===== config.mk =====
export PLATFORM = sky130hd
export DESIGN_NAME = sorted_key_table
export DESIGN_NICKNAME = d
export VERILOG_FILES = /design/src/sv/skt_pkg.sv /design/src/sv/sorted_key_table.sv
export VERILOG_INCLUDE_DIRS = /design/src /design/src/sv
export SDC_FILE = /design/constraint.sdc
export NUM_CORES = 1
export LEC_CHECK = 0
export BUFFER_PORTS_ARGS = -buffer_cell sky130_fd_sc_hd__clkbuf_2
export CORE_MARGIN = 5
export CORE_UTILIZATION = 27
export CTS_CLUSTER_DIAMETER = 50
export DETAILED_ROUTE_END_ITERATION = 16
export HOLD_SLACK_MARGIN = 0.03
export PLACE_DENSITY = 0.37
export SYNTH_ARGS = -nofsm -noshare
export SYNTH_HDL_FRONTEND = slang
export SYNTH_SLANG_ARGS = --single-unit

===== constraint.sdc =====
create_clock -name clk -period 10.9 [get_ports clk]
set_input_delay 3.27 -clock clk [delete_from_list [all_inputs] [get_ports clk]]
set_output_delay 3.27 -clock clk [all_outputs]
set_load 0.02 [all_outputs]

===== src/sv/sorted_key_table_macros.svh =====
// ----------------------------------------------------------------------------
// sorted_key_table_macros
// Assertion macros for the sorted key table RTL.
// ----------------------------------------------------------------------------
`ifndef SORTED_KEY_TABLE_MACROS_SVH
`define SORTED_KEY_TABLE_MACROS_SVH

// check a property at every edge out of reset
`define SKT_ASSERT(label, prop, msg) \
  label: assert property (@(posedge clk) disable iff (!rst_n) (prop)) else $error(msg);

// check that a condition implies a property at the next edge
`define SKT_ASSERT_NEXT(label, cond, prop, msg) \
  label: assert property (@(posedge clk) disable iff (!rst_n) (cond) |=> (prop)) \
    else $error(msg);

`endif


===== src/sv/skt_pkg.sv =====
// ----------------------------------------------------------------------------
// skt_pkg
// Request codes, status codes and entry types of the sorted key table.
// ----------------------------------------------------------------------------
package skt_pkg;

  localparam int REQ_W    = 3;
  localparam int STATUS_W = 3;
  localparam int KEY_W    = 32;
  localparam int HANDLE_W = 32;
  localparam int COUNT_W  = 5;

  localparam logic [REQ_W-1:0] REQ_INSERT    = 3'd0;
  localparam logic [REQ_W-1:0] REQ_REMOVE    = 3'd1;
  localparam logic [REQ_W-1:0] REQ_SEARCH    = 3'd2;
  localparam logic [REQ_W-1:0] REQ_CUR_RESET = 3'd3;
  localparam logic [REQ_W-1:0] REQ_CUR_NEXT  = 3'd4;

  localparam logic [STATUS_W-1:0] ST_OK      = 3'd0;
  localparam logic [STATUS_W-1:0] ST_DUP     = 3'd1;
  localparam logic [STATUS_W-1:0] ST_FULL    = 3'd2;
  localparam logic [STATUS_W-1:0] ST_MISSING = 3'd3;
  localparam logic [STATUS_W-1:0] ST_END     = 3'd4;

  typedef struct packed {
    logic signed [KEY_W-1:0] key;
    logic [HANDLE_W-1:0]     handle;
  } entry_t;

  typedef struct packed {
    logic [STATUS_W-1:0] status;
    entry_t              entry;
  } result_t;

endpackage


===== src/sv/sorted_key_table.sv =====
// ----------------------------------------------------------------------------
// sorted_key_table
// Sorted table of signed keys and record handles with insert, remove,
// search and an in-order cursor, run by a sequencer over one entry memory.
// ----------------------------------------------------------------------------
//  channel | direction | handshake          | payload
//  in_     | input     | in_valid/in_stall   | req_type, key, record_handle
//  out_    | output    | out_valid/out_stall | status, key_out, handle_out, entry_count
//
//  Insert, remove and search scan the entries in order until one is not below
//  the key; a successful insert or remove then shifts the entries from that
//  place on; the entry memory takes one read and one write per cycle.
//  One item at a time; in_stall is high from accept until the result loads
//  into the output register (held under out_stall); reset clears only the
//  state, count, cursor and output valid.
// ----------------------------------------------------------------------------
`include "sorted_key_table_macros.svh"

module sorted_key_table #(
  parameter int CAPACITY = 16
) (
  input  logic                                 clk,
  input  logic                                 rst_n,
  input  logic                                 in_valid,
  output logic                                 in_stall,
  input  logic [skt_pkg::REQ_W-1:0]            in_req_type,
  input  logic signed [skt_pkg::KEY_W-1:0]     in_key,
  input  logic [skt_pkg::HANDLE_W-1:0]         in_record_handle,
  output logic                                 out_valid,
  input  logic                                 out_stall,
  output logic [skt_pkg::STATUS_W-1:0]         out_status,
  output logic signed [skt_pkg::KEY_W-1:0]     out_key_out,
  output logic [skt_pkg::HANDLE_W-1:0]         out_handle_out,
  output logic [skt_pkg::COUNT_W-1:0]          out_entry_count
);

  localparam int AW = $clog2(CAPACITY);
  localparam int CW = $clog2(CAPACITY + 1);
  localparam logic [CW-1:0] CAP_C = CW'(CAPACITY);

  typedef enum logic [5:0] {
    S_IDLE = 6'b000001,
    S_RD   = 6'b000010,
    S_CMP  = 6'b000100,
    S_SHRD = 6'b001000,
    S_SHWR = 6'b010000,
    S_DONE = 6'b100000
  } state_t;

  state_t                          state_r, state_nxt;
  logic [skt_pkg::REQ_W-1:0]       op_r, op_nxt;
  logic signed [skt_pkg::KEY_W-1:0] key_r, key_nxt;
  logic [skt_pkg::HANDLE_W-1:0]    hdl_r, hdl_nxt;
  logic [CW-1:0]                   idx_r, idx_nxt;
  logic [CW-1:0]                   sh_r, sh_nxt;
  logic [CW-1:0]                   cnt_r, cnt_nxt;
  logic [CW-1:0]                   cur_r, cur_nxt;
  skt_pkg::result_t                res_r, res_nxt;

  logic                            out_valid_r, out_valid_nxt;
  skt_pkg::result_t                out_res_r, out_res_nxt;
  logic [skt_pkg::COUNT_W-1:0]     out_cnt_r, out_cnt_nxt;

  skt_pkg::entry_t                 mem [CAPACITY];
  skt_pkg::entry_t                 rd_data_r;
  logic                            mem_we;
  logic [AW-1:0]                   mem_waddr;
  logic [AW-1:0]                   mem_raddr;
  skt_pkg::entry_t                 mem_wdata;

  logic                            resolve;
  logic                            hit;

  always_ff @(posedge clk) begin
    if (mem_we) begin
      mem[mem_waddr] <= mem_wdata;
    end
    rd_data_r <= mem[mem_raddr];
  end

  always_comb begin
    state_nxt     = state_r;
    op_nxt        = op_r;
    key_nxt       = key_r;
    hdl_nxt       = hdl_r;
    idx_nxt       = idx_r;
    sh_nxt        = sh_r;
    cnt_nxt       = cnt_r;
    cur_nxt       = cur_r;
    res_nxt       = res_r;
    out_valid_nxt = out_valid_r;
    out_res_nxt   = out_res_r;
    out_cnt_nxt   = out_cnt_r;
    mem_we        = 1'b0;
    mem_waddr     = sh_r[AW-1:0];
    mem_wdata     = rd_data_r;
    mem_raddr     = idx_r[AW-1:0];
    resolve       = 1'b0;
    hit           = 1'b0;

    if (out_valid_r && !out_stall) begin
      out_valid_nxt = 1'b0;
    end

    case (state_r)
      S_IDLE: begin
        if (in_valid) begin
          op_nxt  = in_req_type;
          key_nxt = in_key;
          hdl_nxt = in_record_handle;
          res_nxt = '0;
          idx_nxt = '0;
          case (in_req_type)
            skt_pkg::REQ_INSERT, skt_pkg::REQ_REMOVE, skt_pkg::REQ_SEARCH: begin
              state_nxt = S_RD;
            end
            skt_pkg::REQ_CUR_RESET: begin
              cur_nxt   = '0;
              state_nxt = S_DONE;
            end
            skt_pkg::REQ_CUR_NEXT: begin
              if (cur_r < cnt_r) begin
                idx_nxt   = cur_r;
                state_nxt = S_RD;
              end else begin
                res_nxt.status = skt_pkg::ST_END;
                cur_nxt        = '0;
                state_nxt      = S_DONE;
              end
            end
            default: begin
              state_nxt = S_DONE;
            end
          endcase
        end
      end
      S_RD: begin
        if (op_r != skt_pkg::REQ_CUR_NEXT && idx_r == cnt_r) begin
          resolve = 1'b1;
        end else begin
          state_nxt = S_CMP;
        end
      end
      S_CMP: begin
        if (op_r == skt_pkg::REQ_CUR_NEXT) begin
          res_nxt.entry = rd_data_r;
          cur_nxt       = CW'(cur_r + 1'b1);
          state_nxt     = S_DONE;
        end else if (rd_data_r.key < key_r) begin
          idx_nxt   = CW'(idx_r + 1'b1);
          state_nxt = S_RD;
        end else begin
          resolve = 1'b1;
          hit     = (rd_data_r.key == key_r);
        end
      end
      S_SHRD: begin
        if (op_r == skt_pkg::REQ_INSERT) begin
          if (sh_r == idx_r) begin
            mem_we       = 1'b1;
            mem_waddr    = idx_r[AW-1:0];
            mem_wdata.key    = key_r;
            mem_wdata.handle = hdl_r;
            state_nxt    = S_DONE;
          end else begin
            mem_raddr = AW'(sh_r - 1'b1);
            state_nxt = S_SHWR;
          end
        end else begin
          if (sh_r == cnt_r) begin
            state_nxt = S_DONE;
          end else begin
            mem_raddr = AW'(sh_r + 1'b1);
            state_nxt = S_SHWR;
          end
        end
      end
      S_SHWR: begin
        mem_we = 1'b1;
        if (op_r == skt_pkg::REQ_INSERT) begin
          sh_nxt = CW'(sh_r - 1'b1);
        end else begin
          sh_nxt = CW'(sh_r + 1'b1);
        end
        state_nxt = S_SHRD;
      end
      S_DONE: begin
        if (!out_valid_r || !out_stall) begin
          out_valid_nxt = 1'b1;
          out_res_nxt   = res_r;
          out_cnt_nxt   = skt_pkg::COUNT_W'(cnt_r);
          state_nxt     = S_IDLE;
        end
      end
      default: begin
        state_nxt = S_IDLE;
      end
    endcase

    if (resolve) begin
      state_nxt = S_DONE;
      case (op_r)
        skt_pkg::REQ_INSERT: begin
          if (hit) begin
            res_nxt.status = skt_pkg::ST_DUP;
          end else if (cnt_r == CAP_C) begin
            res_nxt.status = skt_pkg::ST_FULL;
          end else begin
            cnt_nxt   = CW'(cnt_r + 1'b1);
            cur_nxt   = '0;
            sh_nxt    = cnt_r;
            state_nxt = S_SHRD;
          end
        end
        skt_pkg::REQ_REMOVE: begin
          if (!hit) begin
            res_nxt.status = skt_pkg::ST_MISSING;
          end else begin
            cnt_nxt   = CW'(cnt_r - 1'b1);
            cur_nxt   = '0;
            sh_nxt    = idx_r;
            state_nxt = S_SHRD;
          end
        end
        skt_pkg::REQ_SEARCH: begin
          if (!hit) begin
            res_nxt.status = skt_pkg::ST_MISSING;
          end else begin
            res_nxt.entry = rd_data_r;
          end
        end
        default: begin
          state_nxt = S_DONE;
        end
      endcase
    end
  end

  always_ff @(posedge clk) begin
    if (!rst_n) begin
      state_r     <= S_IDLE;
      cnt_r       <= '0;
      cur_r       <= '0;
      out_valid_r <= 1'b0;
    end else begin
      state_r     <= state_nxt;
      cnt_r       <= cnt_nxt;
      cur_r       <= cur_nxt;
      out_valid_r <= out_valid_nxt;
    end
  end

  always_ff @(posedge clk) begin
    op_r      <= op_nxt;
    key_r     <= key_nxt;
    hdl_r     <= hdl_nxt;
    idx_r     <= idx_nxt;
    sh_r      <= sh_nxt;
    res_r     <= res_nxt;
    out_res_r <= out_res_nxt;
    out_cnt_r <= out_cnt_nxt;
  end

  assign in_stall        = (state_r != S_IDLE);
  assign out_valid       = out_valid_r;
  assign out_status      = out_res_r.status;
  assign out_key_out     = out_res_r.entry.key;
  assign out_handle_out  = out_res_r.entry.handle;
  assign out_entry_count = out_cnt_r;

  `SKT_ASSERT(a_cnt_cap, cnt_r <= CAP_C, "entry count above capacity")
  `SKT_ASSERT(a_cur_le_cnt, cur_r <= cnt_r, "cursor beyond stored entries")
  `SKT_ASSERT(a_we_state, !mem_we || state_r == S_SHRD || state_r == S_SHWR, "stray write")
  `SKT_ASSERT_NEXT(a_cnt_step, 1'b1,
    cnt_r == $past(cnt_r) || cnt_r == CW'($past(cnt_r) + 1'b1) ||
    CW'(cnt_r + 1'b1) == $past(cnt_r), "count moved by more than one")

endmodule

==> results of run 1 <==
==> worst register-to-register path, stage by stage (launching register included) <==
cell	delay, ns
edfxtp_1	0.61
or3_1	0.44
buf_4	0.21
nor3_2	0.74
buf_4	0.73
o31ai_4	0.19
buf_4	0.34
buf_4	0.46
buf_4	0.49
nand3_1	0.24
nand3_1	0.09
a32oi_1	0.58
o221ai_1	0.23
==> state kept, by name, indices dropped and copies added (netlist names) <==
name,flops
res_r,67
cur_r,5
rd_data_r,64
sh_r,5
hdl_r,32
key_r,32
cnt_r,5
out_valid,1
out_key_out,32
idx_r,5
op_r,3
out_status,3
out_entry_count,5
state_r,6
mem,1024
out_handle_out,32
==> per-layer routing <==
layer	vias to the layer above	part of all wire, %	GRT usage (%)	routed length [µm]
met5	-	0	0	0
met4	0	2.2	4.39	4060
met3	294	5.2	3.05	9420
met2	1056	46	26.1	82900
met1	18500	47	22.7	84600
li1	16200	-	-	-
==> power groups by stage <==
| stage | combinational [W] | sequential, W | clock, W |
|---|---|---|---|
| floorplan | 0.000931 | 0.00606 | 0 |
| global placement | 0.00152 | 0.00613 | 0 |
| detailed placement | 0.00152 | 0.00612 | 0 |
| CTS | 0.00153 | 0.00602 | 0.00679 |
| global route | 0.00163 | 0.00603 | 0.00702 |
| finish | 0.00149 | 0.00602 | 0.00660 |
==> synthesized netlist by cell type (4+ instances only) <==
cell type,number,area share (%)
a2111oi_0,130,2.0
a211oi_1,6,0.081
a21o_1,10,0.13
a21oi_1,39,0.35
a311oi_1,130,2.0
a31oi_1,138,1.5
a32oi_1,65,1.0
buf_1,13,0.087
buf_2,33,0.30
clkbuf_1,301,2.0
dfxtp_1,153,5.5
edfxtp_1,1168,63
ha_1,43,0.96
inv_1,51,0.34
mux2_2,192,3.9
mux2i_1,322,5.8
nand2_1,553,3.7
nand3_1,277,2.5
nand3b_1,7,0.094
nand4_1,11,0.12
nor2_1,31,0.21
nor2b_1,5,0.056
nor3_1,15,0.13
nor4_1,10,0.11
o211ai_1,4,0.054
o21ai_0,212,1.9
o221ai_1,64,1.0
o22ai_1,6,0.067
o31ai_1,4,0.054
or2_2,4,0.045
xnor2_1,19,0.30
xor2_1,9,0.14
==> layout make-up <==
type,count,area (µm²),area share (%)
Sequential cell,1321,38100,57.3
Multi-Input combinational cell,2353,16500,24.8
Clock buffer,249,5280,7.92
Tap cell,2704,3380,5.08
Clock inverter,118,1640,2.46
Timing Repair Buffer,227,1430,2.15
Inverter,53,206,0.310
Antenna cell,1,2.50,0.00376
==> worst max-delay path by stage <==
stage                                    to  slack [ns]  cells past startpoint
2_1_floorplan  out_entry_count[0]$_DFFE_PP_        3.69                      1
3_3_place_gp            cur_r[0]$_SDFF_PN0_        5.16                      7
3_5_place_dp            cur_r[4]$_SDFF_PN0_        5.12                      7
4_1_cts                rd_data_r[9]$_DFF_P_        5.37                     11
5_1_grt               rd_data_r[58]$_DFF_P_        5.14                     11
6_report              rd_data_r[46]$_DFF_P_        5.41                     12
==> logic make-up (layout without fill, tap and decap cells) <==
kind of cell    count (synthesis)  in the layout
compound gates                831            831
xor+xnor                       28             28
fa+ha+maj                      44             44
buf+inv                       401            647
flops                        1321           1321
mux                           515            515
other cells                     0              1
simple gates                  935            935
==> through the flow <==
| stage | hold WS [ns] | cells | total power (W) |
|---|---|---|---|
| CTS | 0.428 | 7025 | 0.0143 |
| floorplan | 0.403 | 4075 | 0.00699 |
| detailed placement | 0.414 | 6658 | 0.00764 |
| finish | 0.426 | 7026 | 0.0141 |
| global placement | 0.414 | 6658 | 0.00764 |
| global route | 0.439 | 7025 | 0.0147 |
==> impl_metrics.ini, run 1 <==
[final_layout]
nFillCells = 20200
syn2layout_area_growth_pct = 19.1
layout_commonest_cell = edfxtp_1
nets = 4265
stdcell_area_um2 = 66600
layout-drive-gt1-share_pct = 18.1
fin_util_pct = 32.2
final_cell_mix = edfxtp_1 (1168), nand2_1 (551), mux2i_1 (322)

[cts]
numCtsBuffers = 194
cts_resized = 0
cts_max_level = 4
cts_setup_buffers = 0
cts_tree = yes
clkTransAtPathRegs_ns = 0.06
clk_latency_ns = 0.83
cts_root_buf = clkbuf_16
cts_buffer_depth = 3
cts_hold_buf = 0
cts.sinks = 1321

[sta]
fin_crit_ns = 5.49
relSlewSlack_pct = 21.7
fmax_mhz = 182
finClkSkew_ns = 0.0365
setup-tns-final_ns = 0
drv_slew = 0
setup_violations = 0
setup_ws_ns = 5.41
rsz0062_at_grt = no
fin_crit_sh_pct = 50.4
tightest_slew_ns = 1.17
hold_violations = 0

[power]
p_comb_share_pct = 10.6
p_leak_nw = 22.5
p_int_w = 0.0105
p_sw_share_pct = 25.5
power_frac_clock_pct = 46.8
seq_power_share_pct = 42.7
power_density_nw_per_um2 = 212
ir_worst_vdd_mv = 0.146
p_sw_w = 0.00360

[logic_synthesis]
synth-compound-area-share_pct = 10.6
synth-seq-area-share_pct = 68.2
synth_top_family_by_area = compound AO/OA/AOI/OAI gates
syn_inst = 4075
mappedNetlistArea_um2 = 55900
synth-seq-cells = 1321
muxShareOfSynthArea_pct = 9.66
synth_ff_type = edfxtp_1
synthSimpleGateAreaFrac_pct = 7.28
synthXorXnorAreaFrac_pct = 0.439
synth-async-reset-ratio_pct = 0
synthAdderAreaFrac_pct = 0.998
syn_nets = 4190
postSynthAreaPerCell_um2 = 13.7
synth_warnings = 0
synth_cell_type_count = 66
synth_edf_count = 1168

[die]
coreArea_um2 = 207000
rows = 167
ios = 145
die_h_um = 465
initial_core_util_pct = 27.1
die_area_um2 = 216000
die_x_um = 465

[placed_design]
io_buffers = 144
preCtsSetupSlack_ns = 5.12
dpl.hpwl_mm = 94.8
gp_congestion = 0.737
place_area_um2 = 59700

[hold_path]
hold_path_depth = 0
hold_end = out_key_out[15]$_DFFE_PP_
hold_start = res_r[47]$_DFF_P_
hold_class = flop to flop

[route]
drc = 0
wl_per_cell_um = 25.8
wl_mm = 181
vias_per_cell = 5.12
drtPass1Iterations = 6
ant_nets = 0
vias = 36000
initialDrtViolationCount = 2488

[grt]
first_global_vias = 37000
gr-total-overflow = 0
antenna_found_initial = 6
grt_max_degree = 138
grt_usage_pct = 16.3
grt_pass1_wl_mm = 264

[worst_setup_path]
cp_max_fo = 53
rr_startpoint = op_r[0]$_DFFE_PP_
cp_num_buf_inv = 5
critPathArrivalTime_ns = 6.14
setup.worst_path.end_class = flop
slowest_stage = nor3_2
cp_top_family = buffers and inverters
critPathKind = flop to flop
ff2ff_setup_slack_ns = 5.41
reg2reg_depth = 12
max_stage_delay_ns = 0.73
startpoint_type = flop
critPathRequiredTime_ns = 11.55
reg2reg_to = rd_data_r[46]$_DFF_P_
cp-startpoint = op_r[0]$_DFFE_PP_
path_common_cell = buf_4
crit_chain = or3_1 > buf_4 > nor3_2 > buf_4 > o31ai_4 > buf_4 > buf_4 > buf_4 > nand3_1 > nand3_1 > a32oi_1 > o221ai_1

[status]
outcome = finished clean

[job]
drv_cap = 0
(Power assumes the default switching activity.)
==> run 2: changes to the inputs <==
Settings changed: PLACE_DENSITY 0.37 to 0.38.
Clock period 10.9 ns to 4.83 ns, I/O delays scaled along.
==> run 2 against run 1 <==
  * Critical path depth down 2
  * Total power up 120%
  * Fmax up 20%
  * Highest routed layer unchanged
  * Die area unchanged
  * Final cell count up 0.44%
  * Largest power group is now sequential cells
==> impl_metrics.ini, run 2 (same netlist as run 1, synthesis figures left out) <==
[power]
p_int_w = 0.0226
power_frac_clock_pct = 44.5
p_leak_nw = 22.6
ir_worst_vdd_mv = 0.342
p_sw_share_pct = 26.2
p_sw_w = 0.00802
power_density_nw_per_um2 = 458
p_total_w = 0.0306
p_comb_share_pct = 11.2
seq_power_share_pct = 44.2

[worst_setup_path]
startpoint_type = flop
cp_max_fo = 11
reg2reg_depth = 10
rr_startpoint = rd_data_r[47]$_DFF_P_
ff2ff_setup_slack_ns = 0.25
critPathArrivalTime_ns = 5.27
endpoint = state_r[5]$_SDFFE_PN0P_
cp-startpoint = rd_data_r[47]$_DFF_P_
setup.worst_path.end_class = flop
critPathKind = flop to flop
critPathRequiredTime_ns = 5.52
reg2reg_to = state_r[5]$_SDFFE_PN0P_

[grt]
grt_pass1_wl_mm = 263
gr-total-overflow = 0
grt_usage_pct = 16.3
antenna_found_initial = 4
first_global_vias = 36900
grt_max_degree = 134

[final_layout]
nets = 4305
nFillCells = 20200
top_regs = mem: 1024 flops, res_r: 67 flops, rd_data_r: 64 flops
largest_register_ffs = 1024
stdcell_area_um2 = 66800
final_cell_mix = edfxtp_1 (1168), nand2_1 (551), mux2i_1 (322)
layout-drive-gt1-share_pct = 18.5
fin_util_pct = 32.3
layout_commonest_cell = edfxtp_1
syn2layout_area_growth_pct = 19.6
max_flop_register = mem

[route]
drc = 0
initialDrtViolationCount = 2608
wl_mm = 180
vias = 36200
drtPass1Iterations = 5
wl_per_cell_um = 25.5
vias_per_cell = 5.13
ant_nets = 0

[die]
die_h_um = 465
die_area_um2 = 216000
rows = 167
coreArea_um2 = 207000
die_x_um = 465
ios = 145
initial_core_util_pct = 27.1

[sta]
setup_violations = 0
fmax_mhz = 218
tightest_slew_ns = 1.35
fin_crit_ns = 4.58
fin_crit_sh_pct = 94.8
drv_slew = 0
relSlewSlack_pct = 9.71
setup-tns-final_ns = 0
finClkSkew_ns = 0.0540
rsz0062_at_grt = no
hold_violations = 0

[placed_design]
dpl.hpwl_mm = 93.8
io_buffers = 144
place_area_um2 = 60600
gp_congestion = 0.742

[cts]
cts_hold_buf = 0
cts_buffer_depth = 3
cts_root_buf = clkbuf_16
cts_max_level = 4
cts_setup_buffers = 0
clkTransAtPathRegs_ns = 0.06
numCtsBuffers = 184
cts_resized = 0
clk_latency_ns = 0.84
cts_tree = yes
cts.sinks = 1321

[job]
drv_cap = 0

[status]
outcome = finished clean

[hold_path]
hold_class = flop to flop
run 2: cell count changes in the layout (fill, tap and decap cells not counted), moves of 7 or more:
cell        before  now
clkinvlp_4      19   12
clkbuf_1        37   49
buf_4           76   86
bufinv_16       30   16
buf_12           7   47
clkbuf_16      197  184
run 2: per-stage QoR:
stage	worst slack (ns)	hold WS, ns	std cells
CTS	0.0829	0.430	7054
global route	0.0207	0.437	7055
detailed placement	0.137	0.416	6708
finish	0.253	0.430	7057
global placement	-0.472	0.414	6707
floorplan	-0.197	0.403	4075
run 2: metal layers:
layer	vias up	GRT usage [%]	part of all wire (%)
li1	16200	-	-
met1	18700	22.9	47
met2	1055	25.9	46
met3	294	2.89	4.8
met4	0	4.55	2.2
met5	-	0	0
run 2: how the worst min path moves through the flow:
stage                               start  slack (ns)                            to  depth (start not counted)
global placement         res_r[7]$_DFF_P_        0.41   out_handle_out[7]$_DFFE_PP_                          0
detailed placement      res_r[14]$_DFF_P_        0.42  out_handle_out[14]$_DFFE_PP_                          0
CTS                     res_r[28]$_DFF_P_        0.43  out_handle_out[28]$_DFFE_PP_                          0
floorplan           cnt_r[4]$_SDFFE_PN0P_        0.40  out_entry_count[4]$_DFFE_PP_                          0
finish                  res_r[33]$_DFF_P_        0.43      out_key_out[1]$_DFFE_PP_                          0
global route            res_r[32]$_DFF_P_        0.44      out_key_out[0]$_DFFE_PP_                          0
run 2: cell type report:
type                    instances  area [µm²]  share of cell area (%)
diodes                          3        7.51                  0.0112
clock buffers                 248        4990                    7.47
clock inverters                98        1270                    1.90
inverters                      53         206                   0.309
multi-input cells            2353       16500                    24.7
flip-flops and latches       1321       38100                    57.1
well taps                    2704        3380                    5.06
repair buffers                277        2310                    3.45
run 2: worst max-delay path, stage by stage, from the launching register on:
cell and delay (ns):
dfxtp_1 0.41, ha_1 0.33, nand4_1 0.24, nor4_2 0.82
a21boi_0 0.70, o41ai_2 0.10, buf_4 0.19, a21oi_2 0.54
mux2i_2 0.50, nor2_1 0.28, o31ai_1 0.32
run 2: power groups by stage:
stage	combinational (W)	sequential (W)	clock (W)
after floorplan	0.00210	0.0137	0
after global placement	0.00350	0.0138	0
after detailed placement	0.00352	0.0138	0
after CTS	0.00353	0.0136	0.0141
after global routing	0.00379	0.0136	0.0146
final	0.00345	0.0136	0.0136
